$ cat src/sv/chn_pkg.sv
package chn_pkg;

  localparam int NUM_BINS   = 128;
  localparam int COUNT_BITS = 16;
  localparam int BIN_W      = $clog2(NUM_BINS);
  localparam int MAP_DEPTH  = 256;
  localparam int SUM_W      = 40;
  localparam int INV_W      = 32;
  localparam int PROD_W     = COUNT_BITS + INV_W;

  localparam logic [COUNT_BITS-1:0] COUNT_MAX = {COUNT_BITS{1'b1}};
  localparam logic [SUM_W-1:0]      SUM_MAX   = {SUM_W{1'b1}};
  localparam logic [7:0]            MAP_NONE  = 8'hFF;
  localparam logic [15:0]           Q15_ONE   = 16'd32768;

  typedef enum logic [1:0] {
    CMD_LOAD  = 2'd0,
    CMD_COUNT = 2'd1,
    CMD_READ  = 2'd2
  } cmd_t;

  typedef enum logic {
    REG_UNK_EN  = 1'b0,
    REG_UNK_BIN = 1'b1
  } reg_idx_t;

  typedef struct packed {
    logic [1:0]       command;
    logic [7:0]       byte_value;
    logic signed [7:0] map_bin;
    logic             last_byte;
    logic [6:0]       read_index;
  } in_req_t;

  typedef struct packed {
    logic [15:0] normalized_value;
    logic [15:0] raw_count;
    logic        norm_ready;
  } out_req_t;

endpackage

$ cat src/sv/chn_map_mem.sv
module chn_map_mem
  import chn_pkg::*;
(
  input  logic       clk,
  input  logic       rst_n,
  input  logic       we,
  input  logic [7:0] waddr,
  input  logic [7:0] wdata,
  input  logic [7:0] raddr,
  output logic [7:0] rdata
);

  logic [7:0]           mem [MAP_DEPTH];
  logic [MAP_DEPTH-1:0] valid_r;
  logic [7:0]           rdata_r;
  logic                 rvalid_r;

  always_ff @(posedge clk) begin
    if (we) begin
      mem[waddr] <= wdata;
    end
    rdata_r <= mem[raddr];
  end

  // entries never loaded read as unmapped
  always_ff @(posedge clk) begin
    if (!rst_n) begin
      valid_r  <= '0;
      rvalid_r <= 1'b0;
    end else begin
      if (we) begin
        valid_r[waddr] <= 1'b1;
      end
      rvalid_r <= valid_r[raddr];
    end
  end

  assign rdata = rvalid_r ? rdata_r : MAP_NONE;

endmodule

$ cat config.mk
export PLATFORM = sky130hd
export DESIGN_NAME = chn_map_mem
export DESIGN_NICKNAME = d
export VERILOG_FILES = /design/src/sv/chn_pkg.sv /design/src/sv/chn_map_mem.sv
export SDC_FILE = /design/constraint.sdc
export NUM_CORES = 2
export LEC_CHECK = 0
export BUFFER_PORTS_ARGS = -buffer_cell sky130_fd_sc_hd__buf_2
export CORE_ASPECT_RATIO = 1.4
export CORE_MARGIN = 2
export CORE_UTILIZATION = 45
export DETAILED_ROUTE_END_ITERATION = 8
export SLEW_MARGIN = 5
export SYNTH_ARGS = -nofsm -noshare
export SYNTH_HDL_FRONTEND = slang
export SYNTH_SLANG_ARGS = --single-unit
export TNS_END_PERCENT = 5
$ cat constraint.sdc
create_clock -name clk -period 5.24 [get_ports clk]
set_input_delay 0.262 -clock clk [delete_from_list [all_inputs] [get_ports clk]]
set_output_delay 0.262 -clock clk [all_outputs]
set_load 0.05 [all_outputs]
==> key figures <==
Outcome
  • Status: complete, no violations

Power
  • PwrDens: 377.7 nW/um^2
  • Pleak: 30.74 nW
  • Proportion of power drawn by the clock network: 41.6%
  • Max IR drop VDD: 0.2623 mV
  • Sw power: 7.954 mW
  • Share of power burned in registers: 53.8%
  • PnR Total Power: 37.41 mW
  • Int Pwr: 29.46 mW
  • Combinational Power Share: 4.7%
  • Sw Share: 21.26%

Worst setup path
  • Buf+Inv Stages, Crit Path: 3
  • CP peak stage delay: around 700 ps
  • Worst path required time: roughly 6100 ps
  • Crit Path Max Fanout: 93
  • Worst path cell trace: buf_8 > nand2_1 > buf_4 > o221ai_1 > o22ai_1 > a211oi_1 > a21oi_1 > a221oi_1 > a31o_1 > dlygate4sd3_1
  • Crit-path leading delay family: buffers and inverters
  • CP max-delay cell: nand2_1
  • CP startpoint kind: input pin
  • Critical path class: input pin to flip-flop
  • Crit path capture type: flip-flop
  • Worst path arrival time: 4180 ps

Global routing
  • Antenna violations before repair: 4
  • First-pass GRT wire length: 327,000 um
  • Vias in the first global route: 43.89k
  • Total grt overflow: 0
  • Total global-route track usage: a little under a quarter
  • Largest net degree at the start of global routing: 200

Floorplan
  • Die ar.: ~200,000 um^2
  • CORE AREA: 195,500 um^2
  • Die height: 529.1 um
  • Row count: 192
  • Starting Density: 45.33%
  • I/O pin total: 35
  • Die width: ~380 um

Placed design
  • RD Place Congestion: 0.8397
  • Post-DP HPWL: ~140,000 um
  • Pre-CTS setup slack: between 1000 and 1500 ps
  • I/O Buffers: 34

Clock network
  • Htree depth: 4
  • Post-CTS setup buffer count: 0
  • Worst skew pair latency: 870 ps
  • Clock-pin transition on the worst setup and hold timing paths: approximately 60 ps
  • Root Buffer: clkbuf_16
  • CTS Buf Count: 216
  • CTS tree: yes
  • Clock tree sinks: around 2.3k
  • Clock buffer depth: 4

Worst hold path
  • Worst min path class: input pin to flip-flop

Detailed routing
  • Initial DRC count: 4,989
  • DR vias/cell: 5.927
  • DRC violations left: 0
  • Post-Route WL: around 230,000 um
  • Vias: 43.43k
  • Met1 wire length: 89,730 um
  • Top Metal Used: met5
  • Pre-antenna DRT Iters: 5
  • Routed met3 length: roughly 14,000 um
  • WL/cell: about 31 um
  • Metal2 WL: 117,100 um
  • Antenna-violating nets left: 0

Timing
  • Final clock skew: a little under 70 ps
  • Setup ws final: about 1900 ps
  • # setup viols final: 0
  • FMAX: between 200 and 300 MHz
  • Max-slew violation count: 0
  • Setup TNS: 0 ps
  • Post-route clock period utilization: 64.09%
  • Headroom to the max-slew limit: under 10%
  • RSZ-0062 raised after global routing: no
  • Crit path time final: 3358 ps
  • Fin. Hold Viols: 0
  • Hold Slack: 126.1 ps
  • Worst-margin pin slew: 1367 ps

Cells and area
  • Final #Nets: between 4k and 5k
  • Fin util: 50.66%
  • Layout area overhead: 11.75%
  • Layout cells sized above 1: approximately a quarter

Logic synthesis
  • Number of flops mapped to enable cells by yosys: 2,048
  • Most frequent cell after synthesis: edfxtp_1
  • Yosys cell types: 43
  • Post-synthesis net count: 4,423
  • Post-synth top cells: edfxtp_1 (2,048), nor2_1 (781), mux4_2 (657)
  • Ranking of synthesized cells by area: edfxtp_1 (69%), mux4_2 (17%), dfxtp_1 (6.0%)
  • Mapped Area: between 80,000 and 90,000 um^2
  • YS warnings: 0
  • Synth Flop Type: edfxtp_1
  • Yosys reg bits: 2,313
  • Yosys top cell by area: edfxtp_1
  • Yosys top cell area share: 69.38%
  • Synth Instances: 4,396
  • Register area share after synthesis: 75.37%
  • Syn Area/Cell: ~20 um^2
  • Post-synthesis async set-or-reset flop share: 0%

Job
  • Max Cap Violations: 0
-- through the flow --
stage / area [um^2] / instances
5_1_grt: 99030 / 7319
4_1_cts: 99030 / 7318
2_1_floorplan: 88640 / 4396
3_3_place_gp: 92000 / 6909
3_5_place_dp: 92030 / 6910
6_report: 99060 / 7328
-- sequential cells by signal (all words and copies together) (netlist names) --
name	cells
rvalid_r	1
rdata_r	8
mem	2048
valid_r	256
-- layer usage --
| metal | vias up | global-route usage, % |
|---|---|---|
| li1 | 18050 | - |
| met1 | 23500 | 30.48 |
| met2 | 1503 | 39.09 |
| met3 | 374 | 3.136 |
| met4 | 2 | 7.450 |
| met5 | - | 0 |
-- cell type report --
type,count,area (um^2)
Inverter,5,31.28
Clock inverter,97,888.4
Fill cell,15690,96490
Antenna cell,10,25.02
Tap cell,2619,3277
Timing Repair Buffer,152,1455
Sequential cell,2313,66800
Clock buffer,302,6026
Multi-Input combinational cell,1830,20550
-- tightest hold or removal path: stages --
cell     delay [ps]
buf_2           120
nor2b_2         160
buf_8           160
nand2_1          80
and4b_1         170
-- kinds of logic after synthesis --
family | count (synthesis) | share of synthesized area (%)
multiplexers | 756 | 17.88
flip-flops | 2313 | 75.37
buffers and inverters | 253 | 1.468
AO/OA/AOI/OAI | 131 | 0.9810
AND/OR/NAND/NOR | 943 | 4.302
-- repair_timing --
item / 4_1_cts / 5_1_grt
hold buffers: 9 / 0
gates resized for setup: 0 / 0
endpoints found under the hold margin: 198 / 0
setup endpoints to repair: 0 / 0
-- power by group through the flow --
stage          registers [mW]  clock network [mW]  logic [mW]
5_1_grt                  20.1                16.4        1.83
2_1_floorplan            20.5                   0       0.991
6_report                 20.1                15.6        1.74
3_5_place_dp             20.5                   0        1.76
4_1_cts                  20.1                15.8        1.77
3_3_place_gp             20.5                   0        1.74
-- worst paths after layout --
kind,startpoint,endpoint,slack [ps],cells after the start
hold reg to reg,valid_r[238],valid_r[238],470,2
setup reg to reg,valid_r[249],rvalid_r,2290,8
hold / removal,raddr[6],rdata_r[7],130,5
setup / recovery,raddr[1],rvalid_r,1880,10
-- cell usage in the layout (no fill, tap or decap), types with 4 or more instances in the layout --
cell / count
a21oi_1: 9
a22o_1: 7
a31oi_1: 4
and4b_1: 9
buf_12: 21
buf_2: 22
buf_4: 88
buf_8: 9
bufinv_16: 14
clkbuf_1: 63
clkbuf_16: 222
clkbuf_8: 19
clkinv_1: 33
clkinv_2: 38
dfxtp_1: 265
diode_2: 10
dlygate4sd3_1: 9
edfxtp_1: 2048
mux2_2: 50
mux2i_1: 49
mux4_2: 657
nand2_1: 49
nand2b_1: 10
nand3_1: 33
nand4_1: 18
nor2_1: 780
nor2b_1: 11
nor3_1: 6
nor4_1: 16
o21ai_0: 8
o221ai_1: 12
o22ai_1: 79
Note: power is estimated with default switching activity, not from simulation.
