===== src/sv/chn_pkg.sv =====
package chn_pkg;

  localparam int NUM_BINS   = 128;
  localparam int COUNT_BITS = 16;
  localparam int BIN_W      = $clog2(NUM_BINS);
  localparam int MAP_DEPTH  = 256;
  localparam int SUM_W      = 40;
  localparam int INV_W      = 32;
  localparam int PROD_W     = COUNT_BITS + INV_W;

  localparam logic [COUNT_BITS-1:0] COUNT_MAX = {COUNT_BITS{1'b1}};
  localparam logic [SUM_W-1:0]      SUM_MAX   = {SUM_W{1'b1}};
  localparam logic [7:0]            MAP_NONE  = 8'hFF;
  localparam logic [15:0]           Q15_ONE   = 16'd32768;

  typedef enum logic [1:0] {
    CMD_LOAD  = 2'd0,
    CMD_COUNT = 2'd1,
    CMD_READ  = 2'd2
  } cmd_t;

  typedef enum logic {
    REG_UNK_EN  = 1'b0,
    REG_UNK_BIN = 1'b1
  } reg_idx_t;

  typedef struct packed {
    logic [1:0]       command;
    logic [7:0]       byte_value;
    logic signed [7:0] map_bin;
    logic             last_byte;
    logic [6:0]       read_index;
  } in_req_t;

  typedef struct packed {
    logic [15:0] normalized_value;
    logic [15:0] raw_count;
    logic        norm_ready;
  } out_req_t;

endpackage


===== src/sv/chn_count_mem.sv =====
module chn_count_mem
  import chn_pkg::*;
(
  input  logic                  clk,
  input  logic                  rst_n,
  input  logic                  clear,
  input  logic                  we,
  input  logic [BIN_W-1:0]      waddr,
  input  logic [COUNT_BITS-1:0] wdata,
  input  logic [BIN_W-1:0]      raddr,
  output logic [COUNT_BITS-1:0] rdata
);

  logic [COUNT_BITS-1:0] mem [NUM_BINS];
  logic [NUM_BINS-1:0]   valid_r;
  logic [COUNT_BITS-1:0] rdata_r;
  logic                  rvalid_r;

  always_ff @(posedge clk) begin
    if (we) begin
      mem[waddr] <= wdata;
    end
    rdata_r <= mem[raddr];
  end

  // clear drops every bin to zero
  always_ff @(posedge clk) begin
    if (!rst_n) begin
      valid_r  <= '0;
      rvalid_r <= 1'b0;
    end else begin
      if (clear) begin
        valid_r <= '0;
      end else if (we) begin
        valid_r[waddr] <= 1'b1;
      end
      rvalid_r <= valid_r[raddr];
    end
  end

  assign rdata = rvalid_r ? rdata_r : '0;

endmodule


===== config.mk =====
export PLATFORM = sky130hd
export DESIGN_NAME = chn_count_mem
export DESIGN_NICKNAME = d
export VERILOG_FILES = /design/src/sv/chn_pkg.sv /design/src/sv/chn_count_mem.sv
export SDC_FILE = /design/constraint.sdc
export NUM_CORES = 2
export LEC_CHECK = 0
export BUFFER_PORTS_ARGS = -buffer_cell sky130_fd_sc_hd__buf_2
export CORE_UTILIZATION = 60
export DETAILED_ROUTE_END_ITERATION = 7
export MAX_ROUTING_LAYER = met4
export PLACE_DENSITY = 0.8
export SLEW_MARGIN = 5
export SYNTH_ARGS = -nofsm -noshare
export SYNTH_HDL_FRONTEND = slang
export SYNTH_SLANG_ARGS = --single-unit

===== constraint.sdc =====
create_clock -name clk -period 8.4 [get_ports clk]
set_input_delay 0.84 -clock clk [delete_from_list [all_inputs] [get_ports clk]]
set_output_delay 0.84 -clock clk [all_outputs]
set_load 0.02 [all_outputs]

==> metrics.md <==
| Metric | Value |
|---|---|
| Status | complete, no violations |
| Max Clock Freq | 0.254 GHz |
| Post-CTS Setup Inserts | 0 |
| Synth-to-Final Area Change | 11.6% |
| Clock root cell | clkbuf_16 |
| # H-tree levels | 4 |
| Worst r2r path cells | 6 |
| Die Width | 376 um |
| Setup Crit Path Kind | in2reg |
| Post-Layout Cell Count | 5,993 |
| GPL Wtd Cong | 0.949 |
| Boundary pin count | 50 |
| Critical Path Stages | 9 |
| Total GRT Usage | 0.321 |
| Mean area per synthesized cell | 22.7 um2 |
| # rows | 136 |
| Worst vdd ir | 166 uV |
| Vert. Die Dim | 376 um |
| Clk buf depth | 3 |
| Seq/Total Area, Yosys | 0.768 |
| Crit path cell chain | buf_8 -> buf_4 -> buf_12 -> mux4_2 -> nor2b_1 -> a211oi_1 -> nor4_1 -> a21oi_1 -> o21ai_0 |
| Synth Warn # | 0 |
| Layout Utilization | 0.678 |
| Final Slew Violations | 0 |
| Delay of the slowest critical-path stage | 590 ps |
| Die area | 0.141 mm2 |
| Dpl cells | 5,588 |
| Final worst slack | 4470 ps |
| Worst hold slack | 338 ps |
| P per Cell Area | 236 mW/mm2 |
| Gr ovfl total | 0 |
| Max-Cap Viols | 0 |
| Worst Skew | 36.4 ps |
| First-pass GRT wire length | 307 mm |
| Placed cell areas | 0.0870 mm2 |
| Flops & latches, synth | 2,193 |
| Worst-margin pin slew | 1340 ps |
| Post-route minimum period | 3930 ps |
| Worst Path Buf+Inv | 3 |
| Post-detail-place hpwl | 121 mm |
| Crit end category | flop |
| Synthesized area | 0.0838 mm2 |
| WL final | 216 mm |
| Mapped Nets | 3,733 |
| Via Count | 41,871 |
| Critical Path AT | 4630 ps |
| Initial antenna violation count | 18 |
| Vias in the first global route | 41,729 |
| Max-slew headroom | 0.101 |
| Unrepaired setup endpoints after global routing | no |
| DRC | 0 |
| Worst-path clk slew | 70 ps |
| Share of layout cells above drive strength 1 | 0.294 |
| Synth cell types | 48 |
| Post-synthesis cell count | 3,699 |
| Final net count | 3,964 |
| Synth async-reset ratio | 0 |
| CP top delay family | buffers and inverters |
| Synth Flop Type | edfxtp_1 |
| Total core area | 0.138 mm2 |
| DR pass1 iterations | 7 |
| Num Clock Sinks | 2,193 |
| P_leak | 29.5 nW |
| Initial Util | 0.607 |
| Routed wire per std cell | 36.0 um |
| Power after layout | 22.1 mW |
| Final setup viols | 0 |
| First DRT Iteration DRCs | 6,801 |
| Finished Cell Area | 0.0935 mm2 |
| Gates resized, CTS repair | 0 |
| Final Hold Viols | 0 |
| Post-synth EDFFs | 2,048 |
| Hold Crit Class | in2reg |
| TritonCTS clock tree | built |
| CP startpoint kind | input port |
| DP Worst Slack | 3780 ps |
| Setup_tns | 0 ps |
| Hold Crit Depth | 2 |
| CP required | 9090 ps |
| Antenna Nets Post-Route | 0 |
| Critical path fanouts, max | 72 |
| Worst-Skew Late Latency | 850 ps |
| CTS hold repair buffers | 0 |
| Final Cycle Share | 0.468 |
| CTS Buf Count | 203 |
| I/O Buffers | 49 |
| CP max stage cell | buf_8 |
| Vias per cell | 6.99 |
| Largest net degree at the start of global routing | 133 |
-- cell families after synthesis --
| group | after synthesis | synth area share |
|---|---|---|
| flip-flops | 2193 | 0.768 |
| multiplexers | 723 | 0.179 |
| AND/OR/NAND/NOR | 301 | 0.0168 |
| AO/OA/AOI/OAI | 270 | 0.0233 |
| buffers and inverters | 212 | 0.0128 |
-- cell usage in the layout, fill, tap and decap left out, types with 30 or more instances in the layout --
| master | netlist | final |
|---|---|---|
| clkbuf_1 | 75 | 59 |
| nand2_1 | 30 | 30 |
| edfxtp_1 | 2048 | 2048 |
| mux4_2 | 617 | 617 |
| buf_4 | 28 | 185 |
| clkbuf_16 | 0 | 204 |
| nor2b_1 | 34 | 33 |
| o21a_1 | 128 | 128 |
| clkinv_1 | 1 | 41 |
| dfxtp_1 | 145 | 145 |
| mux2i_1 | 80 | 80 |
| nor2_2 | 0 | 46 |
| nor2_1 | 151 | 105 |
-- worst register-to-register path: cells and delay by family, from the launching register on --
kind             cells  cell delay (ps)
AO/OA/AOI/OAI        3             1250
multiplexers         1              480
AND/OR/NAND/NOR      2              400
flip-flops           1              400
-- report_power, final --
part	internal, mW	switching (mW)
logic	0.387	0.691
registers	12.0	0.0515
clock network	5.01	3.97
-- layer usage --
metal | vias up | GRT usage | share of wire | wire [um]
met1 | 21681 | 0.424 | 0.34 | 73100
met5 | - | - | 0 | 0
li1 | 16155 | - | - | -
met2 | 3460 | 0.477 | 0.47 | 102000
met4 | 0 | 0.127 | 0.046 | 9830
met3 | 575 | 0.0957 | 0.14 | 31000
-- cell type report --
| class | instances | area [um2] |
|---|---|---|
| clock buffer | 285 | 5630 |
| antenna | 25 | 62.6 |
| clock inverter | 95 | 835 |
| timing repair buffer | 227 | 1770 |
| tap | 1863 | 2330 |
| fill | 7997 | 44500 |
| inverter | 11 | 41.3 |
| multi-input combinational | 1294 | 18500 |
| sequential | 2193 | 64400 |
-- cell usage after synthesis (8+ instances only) --
library cell | instances | area share
and2_1 | 24 | 0.0018
nand4_1 | 9 | 0.00067
o21ai_0 | 8 | 0.00048
edfxtp_1 | 2048 | 0.73
a211oi_1 | 14 | 0.0013
buf_6 | 13 | 0.0017
mux2i_1 | 80 | 0.0096
dfxtp_1 | 145 | 0.035
nand2_1 | 30 | 0.0013
inv_1 | 9 | 0.00040
a31oi_1 | 9 | 0.00067
nand2b_1 | 8 | 0.00060
nor2_1 | 151 | 0.0068
nand3_1 | 24 | 0.0014
nor2b_1 | 34 | 0.0025
buf_2 | 62 | 0.0037
mux4_2 | 617 | 0.17
buf_4 | 28 | 0.0025
o22ai_1 | 16 | 0.0012
mux2_2 | 26 | 0.0035
o211ai_1 | 13 | 0.0012
o21a_1 | 128 | 0.011
clkbuf_1 | 75 | 0.0034
a21oi_1 | 22 | 0.0013
a22oi_1 | 29 | 0.0026
buf_1 | 23 | 0.0010
-- state kept, by name (all words and copies together) (netlist names) --
register,cells
mem,2048
valid_r,128
rdata_r,16
rvalid_r,1
-- worst paths after layout --
| kind | startpoint | to | slack [ps] |
|---|---|---|---|
| max | raddr[0] | rdata_r[11] | 4470 |
| min | rst_n | rvalid_r | 340 |
| max reg2reg | mem[64][11] | rdata_r[11] | 5720 |
| min reg2reg | valid_r[87] | valid_r[87] | 460 |
Note: power is estimated with default switching activity, not from simulation.
