File: config.mk
export PLATFORM = sky130hd
export DESIGN_NAME = chn_inv_norm
export DESIGN_NICKNAME = d
export VERILOG_FILES = /design/src/sv/chn_pkg.sv /design/src/sv/chn_inv_norm.sv
export SDC_FILE = /design/constraint.sdc
export NUM_CORES = 1
export LEC_CHECK = 0
export ABC_AREA = 1
export ABC_CLOCK_PERIOD_IN_PS = 7150
export BUFFER_PORTS_ARGS = -buffer_cell sky130_fd_sc_hd__buf_4
export CELL_PAD_IN_SITES_DETAIL_PLACEMENT = 1
export CELL_PAD_IN_SITES_GLOBAL_PLACEMENT = 2
export CORE_MARGIN = 2
export CORE_UTILIZATION = 37
export DETAILED_ROUTE_END_ITERATION = 10
export PLACE_DENSITY_LB_ADDON = 0.1
export SLEW_MARGIN = 40
export SYNTH_ARGS = -nofsm -noshare
export SYNTH_HDL_FRONTEND = slang
export SYNTH_SLANG_ARGS = --single-unit
File: constraint.sdc
create_clock -name clk -period 7.15 [get_ports clk]
set_input_delay 1.43 -clock clk [delete_from_list [all_inputs] [get_ports clk]]
set_output_delay 1.43 -clock clk [all_outputs]
set_load 0.05 [all_outputs]
File: src/sv/chn_pkg.sv
package chn_pkg;

  localparam int NUM_BINS   = 128;
  localparam int COUNT_BITS = 16;
  localparam int BIN_W      = $clog2(NUM_BINS);
  localparam int MAP_DEPTH  = 256;
  localparam int SUM_W      = 40;
  localparam int INV_W      = 32;
  localparam int PROD_W     = COUNT_BITS + INV_W;

  localparam logic [COUNT_BITS-1:0] COUNT_MAX = {COUNT_BITS{1'b1}};
  localparam logic [SUM_W-1:0]      SUM_MAX   = {SUM_W{1'b1}};
  localparam logic [7:0]            MAP_NONE  = 8'hFF;
  localparam logic [15:0]           Q15_ONE   = 16'd32768;

  typedef enum logic [1:0] {
    CMD_LOAD  = 2'd0,
    CMD_COUNT = 2'd1,
    CMD_READ  = 2'd2
  } cmd_t;

  typedef enum logic {
    REG_UNK_EN  = 1'b0,
    REG_UNK_BIN = 1'b1
  } reg_idx_t;

  typedef struct packed {
    logic [1:0]       command;
    logic [7:0]       byte_value;
    logic signed [7:0] map_bin;
    logic             last_byte;
    logic [6:0]       read_index;
  } in_req_t;

  typedef struct packed {
    logic [15:0] normalized_value;
    logic [15:0] raw_count;
    logic        norm_ready;
  } out_req_t;

endpackage

File: src/sv/chn_inv_norm.sv
module chn_inv_norm
  import chn_pkg::*;
(
  input  logic             clk,
  input  logic             rst_n,
  input  logic             start,
  input  logic [SUM_W-1:0] sum,
  output logic             done,
  output logic [INV_W-1:0] inv
);

  typedef enum logic [1:0] {
    N_IDLE,
    N_DIV,
    N_SQRT
  } nstate_t;

  nstate_t          state_r;
  logic [5:0]       cnt_r;
  logic [SUM_W-1:0] div_r;
  logic [SUM_W:0]   rem_r;
  logic [62:0]      quo_r;
  logic [62:0]      bit_r;
  logic [63:0]      root_r;
  logic             done_r;
  logic [INV_W-1:0] inv_r;

  logic [SUM_W:0] rem_sh;
  logic           rem_ge;
  logic [63:0]    trial;
  logic           sq_ge;

  // restoring divide of 2^62 by sum, one quotient bit per cycle
  assign rem_sh = {rem_r[SUM_W-1:0], (cnt_r == 6'd62)};
  assign rem_ge = rem_sh >= {1'b0, div_r};
  // digit-by-digit square root of the quotient, one result bit per cycle
  assign trial  = root_r + {1'b0, bit_r};
  assign sq_ge  = {1'b0, quo_r} >= trial;

  always_ff @(posedge clk) begin
    if (!rst_n) begin
      state_r <= N_IDLE;
      done_r  <= 1'b0;
      cnt_r   <= '0;
    end else begin
      done_r <= 1'b0;
      case (state_r)
        N_IDLE: begin
          if (start) begin
            div_r   <= sum;
            rem_r   <= '0;
            quo_r   <= '0;
            cnt_r   <= 6'd62;
            state_r <= N_DIV;
          end
        end
        N_DIV: begin
          rem_r <= rem_ge ? rem_sh - {1'b0, div_r} : rem_sh;
          quo_r <= {quo_r[61:0], rem_ge};
          if (cnt_r == 6'd0) begin
            bit_r   <= 63'd1 << 62;
            root_r  <= '0;
            state_r <= N_SQRT;
          end else begin
            cnt_r <= cnt_r - 6'd1;
          end
        end
        N_SQRT: begin
          if (sq_ge) begin
            quo_r  <= quo_r - trial[62:0];
            root_r <= (root_r >> 1) + {1'b0, bit_r};
          end else begin
            root_r <= root_r >> 1;
          end
          bit_r <= bit_r >> 2;
          if (bit_r[0]) begin
            done_r  <= 1'b1;
            state_r <= N_IDLE;
          end
        end
        default: state_r <= N_IDLE;
      endcase
    end
  end

  always_ff @(posedge clk) begin
    if (state_r == N_SQRT && bit_r[0]) begin
      inv_r <= sq_ge ? INV_W'((root_r >> 1) + {1'b0, bit_r}) : INV_W'(root_r >> 1);
    end
  end

  assign done = done_r;
  assign inv  = inv_r;

endmodule

==> results.md, run 1 <==
* FF-to-FF End: quo_r[57]
* 1st-iter DRT viols at ~1,800
* GPL Wtd Cong at ~0.94
* CP startpoint kind: flop
* Min-delay src: cnt_r[5]
* Total track usage at between 20% and 30%
* Fin crit share at between 80% and 90%
* CTS HTree Levels at 2
* Worst EP required at around 7.4 ns
* Flop-to-flop setup slack at between 1 and 1.5 ns
* Routed length per instance at 21.1 µm
* Post-layout util at a little over two fifths
* Vias per cell at roughly 5.4
* Syn Std Cell Area at 25,900 µm²
* Hpwl dp at 84,300 µm
* Synthesized flop and latch total at 280
* Initial Util at a little under two fifths
* Max Used Layer: met4
* Buffer depth of the longest clock path at 3
* Mapped Nets at between 4,000 and 5,000
* Final-report hold violation count at 0
* Peak supply drop at slightly below 200 µV
* GRT overflow at 0
* Mapped Cells at 3,827
* Sequential fraction of the synthesis area at roughly 32%
* Chip height at about 270 µm
* Resized Gates After CTS at 0
* Avg Inst Size Synth at a little under 7 µm²
* Status: finished, final reports clean
* Largest net degree at the start of global routing at a little under 80
* Clock period minus final worst setup slack at around 6 ns
* PwrDens at between 400 and 500 nW/µm²
* Critical Path End Type: flop
* Hold depth at 2
* Crit-path max FO at 63
* Routed Antenna Nets at 0
* Met2 WL at roughly 45,000 µm
* First-pass GRT wire length at between 150,000 and 200,000 µm
* Clock transition at the registers of the reported paths at around 0.06 ns
* Post-CTS Setup Bufs at 0
* Nets at 4,121
* First-pass DRT Iterations at 5
* IO buf count at 75
* RSZ-0062 raised after global routing: false
* Top-area cell type share of the netlist area at about a third
* Met3 routed WL at around 4300 µm
* DRT met1 WL at 50,800 µm
* CP Class: flop to flop
* Synth top area cells: edfxtp_1 (31%), nand2_1 (14%), ha_1 (8.5%), inv_1 (8.0%), a21oi_1 (7.4%)
* Worst-margin pin slew at 0.798 ns
* I/O Pins at 76
* Die X at ~270 µm
* Ratio of cells with drive above 1 in the final layout at approximately 4.9%
* Core ar. at 68,900 µm²
* Final setup viols at 0
* Layout Skew at 0.0168 ns
* Vias at between 20,000 and 30,000
* Max-slew violation count at 0
* Hold Crit Endpoint: cnt_r[5]
* Crit Reg-Reg Startpoint: root_r[8]
* Min-Delay Path Class: flop to flop
* Setup TNS after final layout at 0 ns
* Area leader, netlist: edfxtp_1
* Max transition margin at roughly 46%
* Critical Path AT at roughly 6.3 ns
* Leakage at roughly 12 nW
* Initial antenna violation count at 0
* Fillers at 9,080
* Worst-skew pair later-pin latency at 0.58 ns
* Drc violations at 0
* Total power draw at ~0.013 W
* FMAX at around 0.16 GHz
* Total CTS buffers at 38
* Die area at just over 70,000 µm²
* Site Rows at between 90 and 100
* Area grow syn2layout at 11.0%
* Post-synth cell types at 55
* Max Cap Viol at 0
* Root Buffer: clkbuf_16
* Vias in the first global route at 26,700
* CTS tree: yes
* CTS Sinks at between 200 and 300
* Synth warn at 0
* Drt total wl at between 100,000 and 150,000 µm
* Antenna Cells at 0
* Hold Buf Count CTS at 0
* Worst reg2reg path depth at 22
state kept, by name (all words and copies together), names as in the netlist:
| register | flops |
|---|---|
| cnt_r | 6 |
| done | 1 |
| inv | 32 |
| rem_r | 40 |
| state_r | 2 |
| bit_r | 32 |
| quo_r | 63 |
| div_r | 40 |
| root_r | 64 |
layer usage:
metal / global-route usage (%) / vias to the layer above
met2: 45.1 / 529
met3: 2.15 / 110
met1: 42.0 / 12700
met5: 0 / -
met4: 7.06 / 0
li1: - / 12900
where the power goes:
| group | switching (W) | internal, W |
|---|---|---|
| registers | 0.000442 | 0.00248 |
| clock network | 0.000808 | 0.00110 |
| logic | 0.00601 | 0.00243 |
placed cells by master, fill, tap and decap left out, types with 8 or more instances in the layout:
cell type / Yosys / routed
nor4_1: 18 / 18
a31oi_1: 17 / 17
xnor2_1: 48 / 48
o21a_1: 9 / 9
o21bai_1: 37 / 37
o21ai_1: 9 / 9
dfxtp_1: 9 / 9
nand3_1: 265 / 265
clkinv_1: 2 / 8
nand2_1: 998 / 997
o211ai_1: 8 / 8
edfxtp_1: 271 / 271
xor2_1: 78 / 78
a21oi_1: 385 / 385
nand2_2: 14 / 14
buf_4: 5 / 90
nor3_1: 50 / 50
nor2_1: 421 / 418
ha_1: 176 / 174
nand4_1: 34 / 34
clkbuf_1: 32 / 9
clkbuf_16: 0 / 38
a21o_1: 13 / 13
inv_1: 549 / 547
nand3b_1: 16 / 16
o21ai_0: 282 / 282
how the worst max path moves through the flow:
stage / startpoint / cells after the start / to / slack [ns]
after floorplan: rst_n / 2 / bit_r[0] / 0.94
final: root_r[8] / 22 / quo_r[57] / 1.08
after detailed placement: root_r[8] / 22 / quo_r[57] / 1.23
after global placement: root_r[12] / 24 / quo_r[59] / 1.28
after CTS: root_r[8] / 22 / quo_r[50] / 1.22
after global routing: root_r[8] / 22 / quo_r[58] / 0.78
cell usage after synthesis (all sizes together):
library cell	n
nand2	1013
inv	553
nor2	427
a21oi	389
o21ai	291
edfxtp	271
nand3	266
ha	176
xor2	78
nor3	50
xnor2	48
o21bai	37
nand4	34
clkbuf	32
buf	30
nor4	18
a31oi	17
nand3b	16
a21o	13
dfxtp	9
o21a	9
o211ai	8
a21boi	6
and3	6
or2	6
and2	5
a211oi	2
clkinv	2
fa	2
o22ai	2
a221oi	1
a2bb2oi	1
a311oi	1
a31o	1
nand2b	1
o2111ai	1
o221ai	1
o31a	1
o31ai	1
o32ai	1
or3b	1
area by class of cell:
type	count	area, µm²	share of cell area (%)
Multi-Input combinational cell	2930	15200	52.9
Sequential cell	280	8320	28.9
Inverter	555	2080	7.25
Tap cell	931	1160	4.05
Clock buffer	47	985	3.43
Timing Repair Buffer	95	769	2.68
Clock inverter	19	216	0.753
worst max-delay path, cell delays in order (launching register included):
cell      delay (ns)
edfxtp_1        0.51
ha_1            0.45
nand2_1         0.16
nor2_1          0.27
nand3_1         0.10
o21ai_0         0.48
a21boi_1        0.22
o21ai_0         0.51
xnor2_1         0.29
ha_1            0.43
nand2_1         0.12
nor2_1          0.21
inv_1           0.11
nor2_1          0.22
nand2_1         0.09
nor2_1          0.09
nand2_1         0.08
nand3_1         0.15
nand3_2         0.17
nand2_4         0.30
o21ai_0         0.15
inv_2           0.13
buf_12          0.32
cell families (layout without fill, tap and decap cells):
| kind of cell | Yosys count | in the layout | synth area share, % |
|---|---|---|---|
| xor gates and xnor gates | 126 | 126 | 4.26 |
| and+or+nand+nor | 1843 | 1843 | 29.5 |
| adders and majority gates | 178 | 178 | 8.66 |
| buffers and inverters | 617 | 716 | 9.33 |
| DFF | 280 | 280 | 32.1 |
| AOI/OAI and AO/OA | 783 | 783 | 16.1 |
per-stage QoR:
stage               cells  worst slack [ns]  instance area [µm²]  hold slack (ns)
floorplan            3827             0.940                25900            0.454
detailed placement   4790              1.23                27500            0.480
global placement     4788              1.28                27500            0.466
CTS                  4856              1.22                28700            0.490
global route         4857             0.777                28700            0.509
finish               4857              1.08                28700            0.487
Power figures use the tool's default switching activity.
==> run 2, diff against run 1 <==
ABC_AREA = 0   (was 1)
ABC_CLOCK_PERIOD_IN_PS = 5650   (was 7150)
CORE_UTILIZATION = 41   (was 37)
clock period = 5.65 ns   (was 7.15 ns; I/O delays follow)
==> run 2 against run 1 <==
  * Combinational power up 4.3%
  * Count of clock-buffer cells in the layout shrank 1
  * Clock skew up 0.014 ns
  * Critical endpoint is now root_r[1]
  * Global-route usage decreased by 3.9 points
  * The run now ends with negative setup slack left
  * Sequential power increased by 11%
  * First-iteration DRC count decreased by 38%
  * Worst hold slack better by 0.091 ns
  * Cell area down 7.7%
  * Critical path depth up 3
==> results.md, run 2 <==
* Buffer depth of the longest clock path at 3 (unchanged)
* Final-report hold violation count at 0 (unchanged)
* Die area at 54,600 µm² (-24%)
* Largest net degree at the start of global routing at 71 (-7.8%)
* Setup TNS after final layout at -11.74 ns (-11.74 ns)
* Layout Skew at 0.0308 ns (+0.0140 ns)
* Hold depth at 2 (unchanged)
* Hold Buf Count CTS at 0 (unchanged)
* Status: complete, but fails checks
* Final setup viols at 106 (+106)
* Total CTS buffers at 37 (-2.6%)
* Critical Path End Type: flop
* Most common cell after layout, fill and taps aside: buf_4
* Area leader, netlist: edfxtp_1
* Ratio of cells with drive above 1 in the final layout at 19.4% (+15 points)
* Net Switching at 0.00638 W (-12%)
* Clock period minus final worst setup slack at 5.81 ns (-0.263 ns)
* Logic pwr share at 61.6% (-2.0 points)
* Worst EP required at 5.97 ns (-1.39 ns)
* Internal power at 0.00788 W (+31%)
* Most frequent cells in the layout: buf_4 (294), nand2_1 (274), edfxtp_1 (271), a21oi_1 (195), ha_1 (166)
* Hpwl dp at 49,700 µm (-41%)
* Min-Delay Path Class: flop to flop
* Synthesized flop and latch total at 280 (unchanged)
* PwrDens at 537 nW/µm² (+16%)
* CP startpoint kind: flop
* Largest register by flop count: root_r
* Worst-skew pair later-pin latency at 0.57 ns (about the same)
* Share of async-settable or async-resettable flops after synthesis at 0% (unchanged)
* FMAX at 0.172 GHz (+4.5%)
* Area grow syn2layout at 22.7%
* Most frequent cells after synthesis: nand2_1 (276), edfxtp_1 (271), a21oi_1 (208), ha_1 (176)
* GRT overflow at 0 (unchanged)
* I/O Pins at 76 (unchanged)
* Worst-margin pin slew at 0.745 ns (-0.0523 ns)
* Max reg flops at 64 (unchanged)
* Root Buffer: clkbuf_16
* CP Class: flop to flop
* Routed length per instance at 20.4 µm (-3.4%)
* Synth warn at 0 (unchanged)
* First-pass DRT Iterations at 5 (unchanged)
* Largest regs: root_r: 64 flops, quo_r: 63 flops
* Failing checks: negative setup slack
* Clock power share at 15.5% (+1.1 points)
* GPL Wtd Cong at 0.902 (-3.7%)
* Site Rows at 84 (-13%)
* Final worst slack at -0.161 ns (-1.24 ns)
* Routed Antenna Nets at 0 (unchanged)
* Count leader, synth: nand2_1
* Sequential power share at 22.9% (+0.8 points)
* CTS Sinks at 280 (unchanged)
* Core ar. at 52,300 µm² (-24%)
* Design Area, Final at 26,500 µm² (-7.7%)
* Worst reg2reg path depth at 25 (+14%)
* CTS HTree Levels at 2 (unchanged)
* Net Sw Frac at 44.7% (-10 points)
* Total track usage at 24.6% (-3.9 points)
* Post-synth cell types at 84 (+53%)
* IO buf count at 75 (unchanged)
* Clock transition at the registers of the reported paths at 0.06 ns (about the same)
* Max Cap Viol at 0 (unchanged)
* Max-slew violation count at 0 (unchanged)
* Setup WS pre-CTS at -0.208 ns (-1.43 ns)
* Leakage at 10.4 nW (-15%)
* Nets at 2,845 (-31%)
* Synth top area cells: edfxtp_1 (38%), ha_1 (10%), a21oi_1 (4.8%), nand2_1 (4.8%), xnor2_1 (4.1%)
* Mapped Nets at 2,577 (-36%)
* Critical Path AT at 6.13 ns (-0.16 ns)
* Initial Util at 41.3% (+3.8 points)
* 1st-iter DRT viols at 1,118 (-38%)
* Mapped Cells at 2,356 (-38%)
* Sequential fraction of the synthesis area at 38.5% (+6.3 points)
* Vias per cell at 5.70 (+5.8%)
* Primary FF master, synth: edfxtp_1
* Drc violations at 0 (unchanged)
* Initial antenna violation count at 0 (unchanged)
* Fin crit share at 103% (+18 points)
* Top-area cell type share of the netlist area at 37.6% (+6.2 points)
* Crit-path max FO at 11 (-83%)
* CTS tree: yes
* Antenna Cells at 0 (unchanged)
* Fillers at 5,937 (-35%)
* Hold_ws at 0.578 ns (+0.0909 ns)
* Syn Std Cell Area at 21,600 µm² (-16%)
* Peak supply drop at 310 µV (+56%)
* Max transition margin at 49.7% (+3.4 points)
* Avg Inst Size Synth at 9.18 µm² (+36%)
* Vias at 19,000 (-27%)
* Chip height at 234 µm (-13%)
* Drt total wl at 68,100 µm (-34%)
* Area post-placement at 24,400 µm² (-11%)
* First-pass GRT wire length at 107,000 µm (-32%)
* EDFF count, synth at 271 (unchanged)
* Vias in the first global route at 19,800 (-26%)
* Die X at 234 µm (-13%)
* RSZ-0062 raised after global routing: true
[run 2: changes by cell type in the layout (fill, tap and decap cells not counted), moves of 79 or more]
cell / before / now
nand2_1: 997 / 274
a21oi_1: 385 / 195
buf_4: 90 / 294
o21ai_0: 282 / 119
nand3_1: 265 / 40
and2_1: 3 / 82
nor2_1: 418 / 137
inv_1: 547 / 81
[run 2: kinds of logic after synthesis]
logic type               count (synthesis)  share of synthesized area (%)
AND/OR/NAND/NOR                        783                           17.7
adder cells (fa/ha/maj)                178                           10.4
flip-flops                             280                           38.5
buffers and inverters                  174                           3.26
XOR/XNOR                               196                           7.94
AO/OA/AOI/OAI                          728                           21.4
multiplexers                            17                          0.850
[run 2: critical path, stage by stage (launching register included)]
cell	delay, ns
edfxtp_1	0.45
ha_4	0.31
nand4_1	0.14
or4_4	0.57
nor4_4	0.35
o41ai_2	0.09
buf_4	0.17
a211oi_4	0.26
nor2_4	0.07
o211a_4	0.28
o21ai_1	0.13
nand2_1	0.11
xor2_2	0.17
ha_1	0.32
a21o_1	0.16
a21o_1	0.20
a211oi_2	0.30
o221ai_2	0.16
o21ai_2	0.17
a21oi_2	0.09
o311ai_4	0.11
buf_4	0.18
buf_12	0.11
buf_16	0.15
mux2_1	0.34
and2_1	0.15
[run 2: stage by stage]
stage	power (W)	instances	util [%]
final	0.0143	3340	50.7
after global routing	0.0153	3340	50.7
after CTS	0.0139	3324	49.5
after detailed placement	0.0114	3235	46.6
after global placement	0.0112	3235	46.6
after floorplan	0.00863	2356	-
[run 2: path summary, 6_finish.rpt]
path / endpoint / slack [ns] / from
worst max-delay path: root_r[1] / -0.16 / root_r[18]
worst min-delay path: quo_r[38] / 0.58 / quo_r[37]
worst max register to register: root_r[1] / -0.16 / root_r[18]
worst min register to register: quo_r[38] / 0.58 / quo_r[37]
[run 2: routing by layer]
metal / up-vias / GRT usage [%] / wire (µm)
met1: 9376 / 34.3 / 32600
li1: 9262 / - / -
met5: - / 0 / 0
met3: 84 / 2.92 / 2510
met2: 321 / 41.2 / 31900
met4: 0 / 4.79 / 1220
[run 2: layout make-up]
type,instances,area (µm²),share of cell area [%]
Inverter,84,315,1.19
Clock inverter,21,148,0.556
Tap cell,688,861,3.24
Timing Repair Buffer,319,2670,10.0
Multi-Input combinational cell,1902,13300,50.0
Clock buffer,46,970,3.65
Sequential cell,280,8320,31.4
[run 2: power by group through the flow]
| stage | clock [W] | sequential [W] | combinational, W |
|---|---|---|---|
| after floorplan | 0 | 0.00323 | 0.00540 |
| after global placement | 0 | 0.00327 | 0.00795 |
| after detailed placement | 0 | 0.00328 | 0.00811 |
| after CTS | 0.00228 | 0.00325 | 0.00842 |
| after global routing | 0.00234 | 0.00331 | 0.00965 |
| final | 0.00221 | 0.00326 | 0.00879 |
[run 2: repair_timing]
item | CTS | global route
gates cloned | 4 | 2
endpoints found under the setup margin | 164 | 172
setup buffers | 18 | 15
pin swaps | 25 | 27
resized for setup | 34 | 102
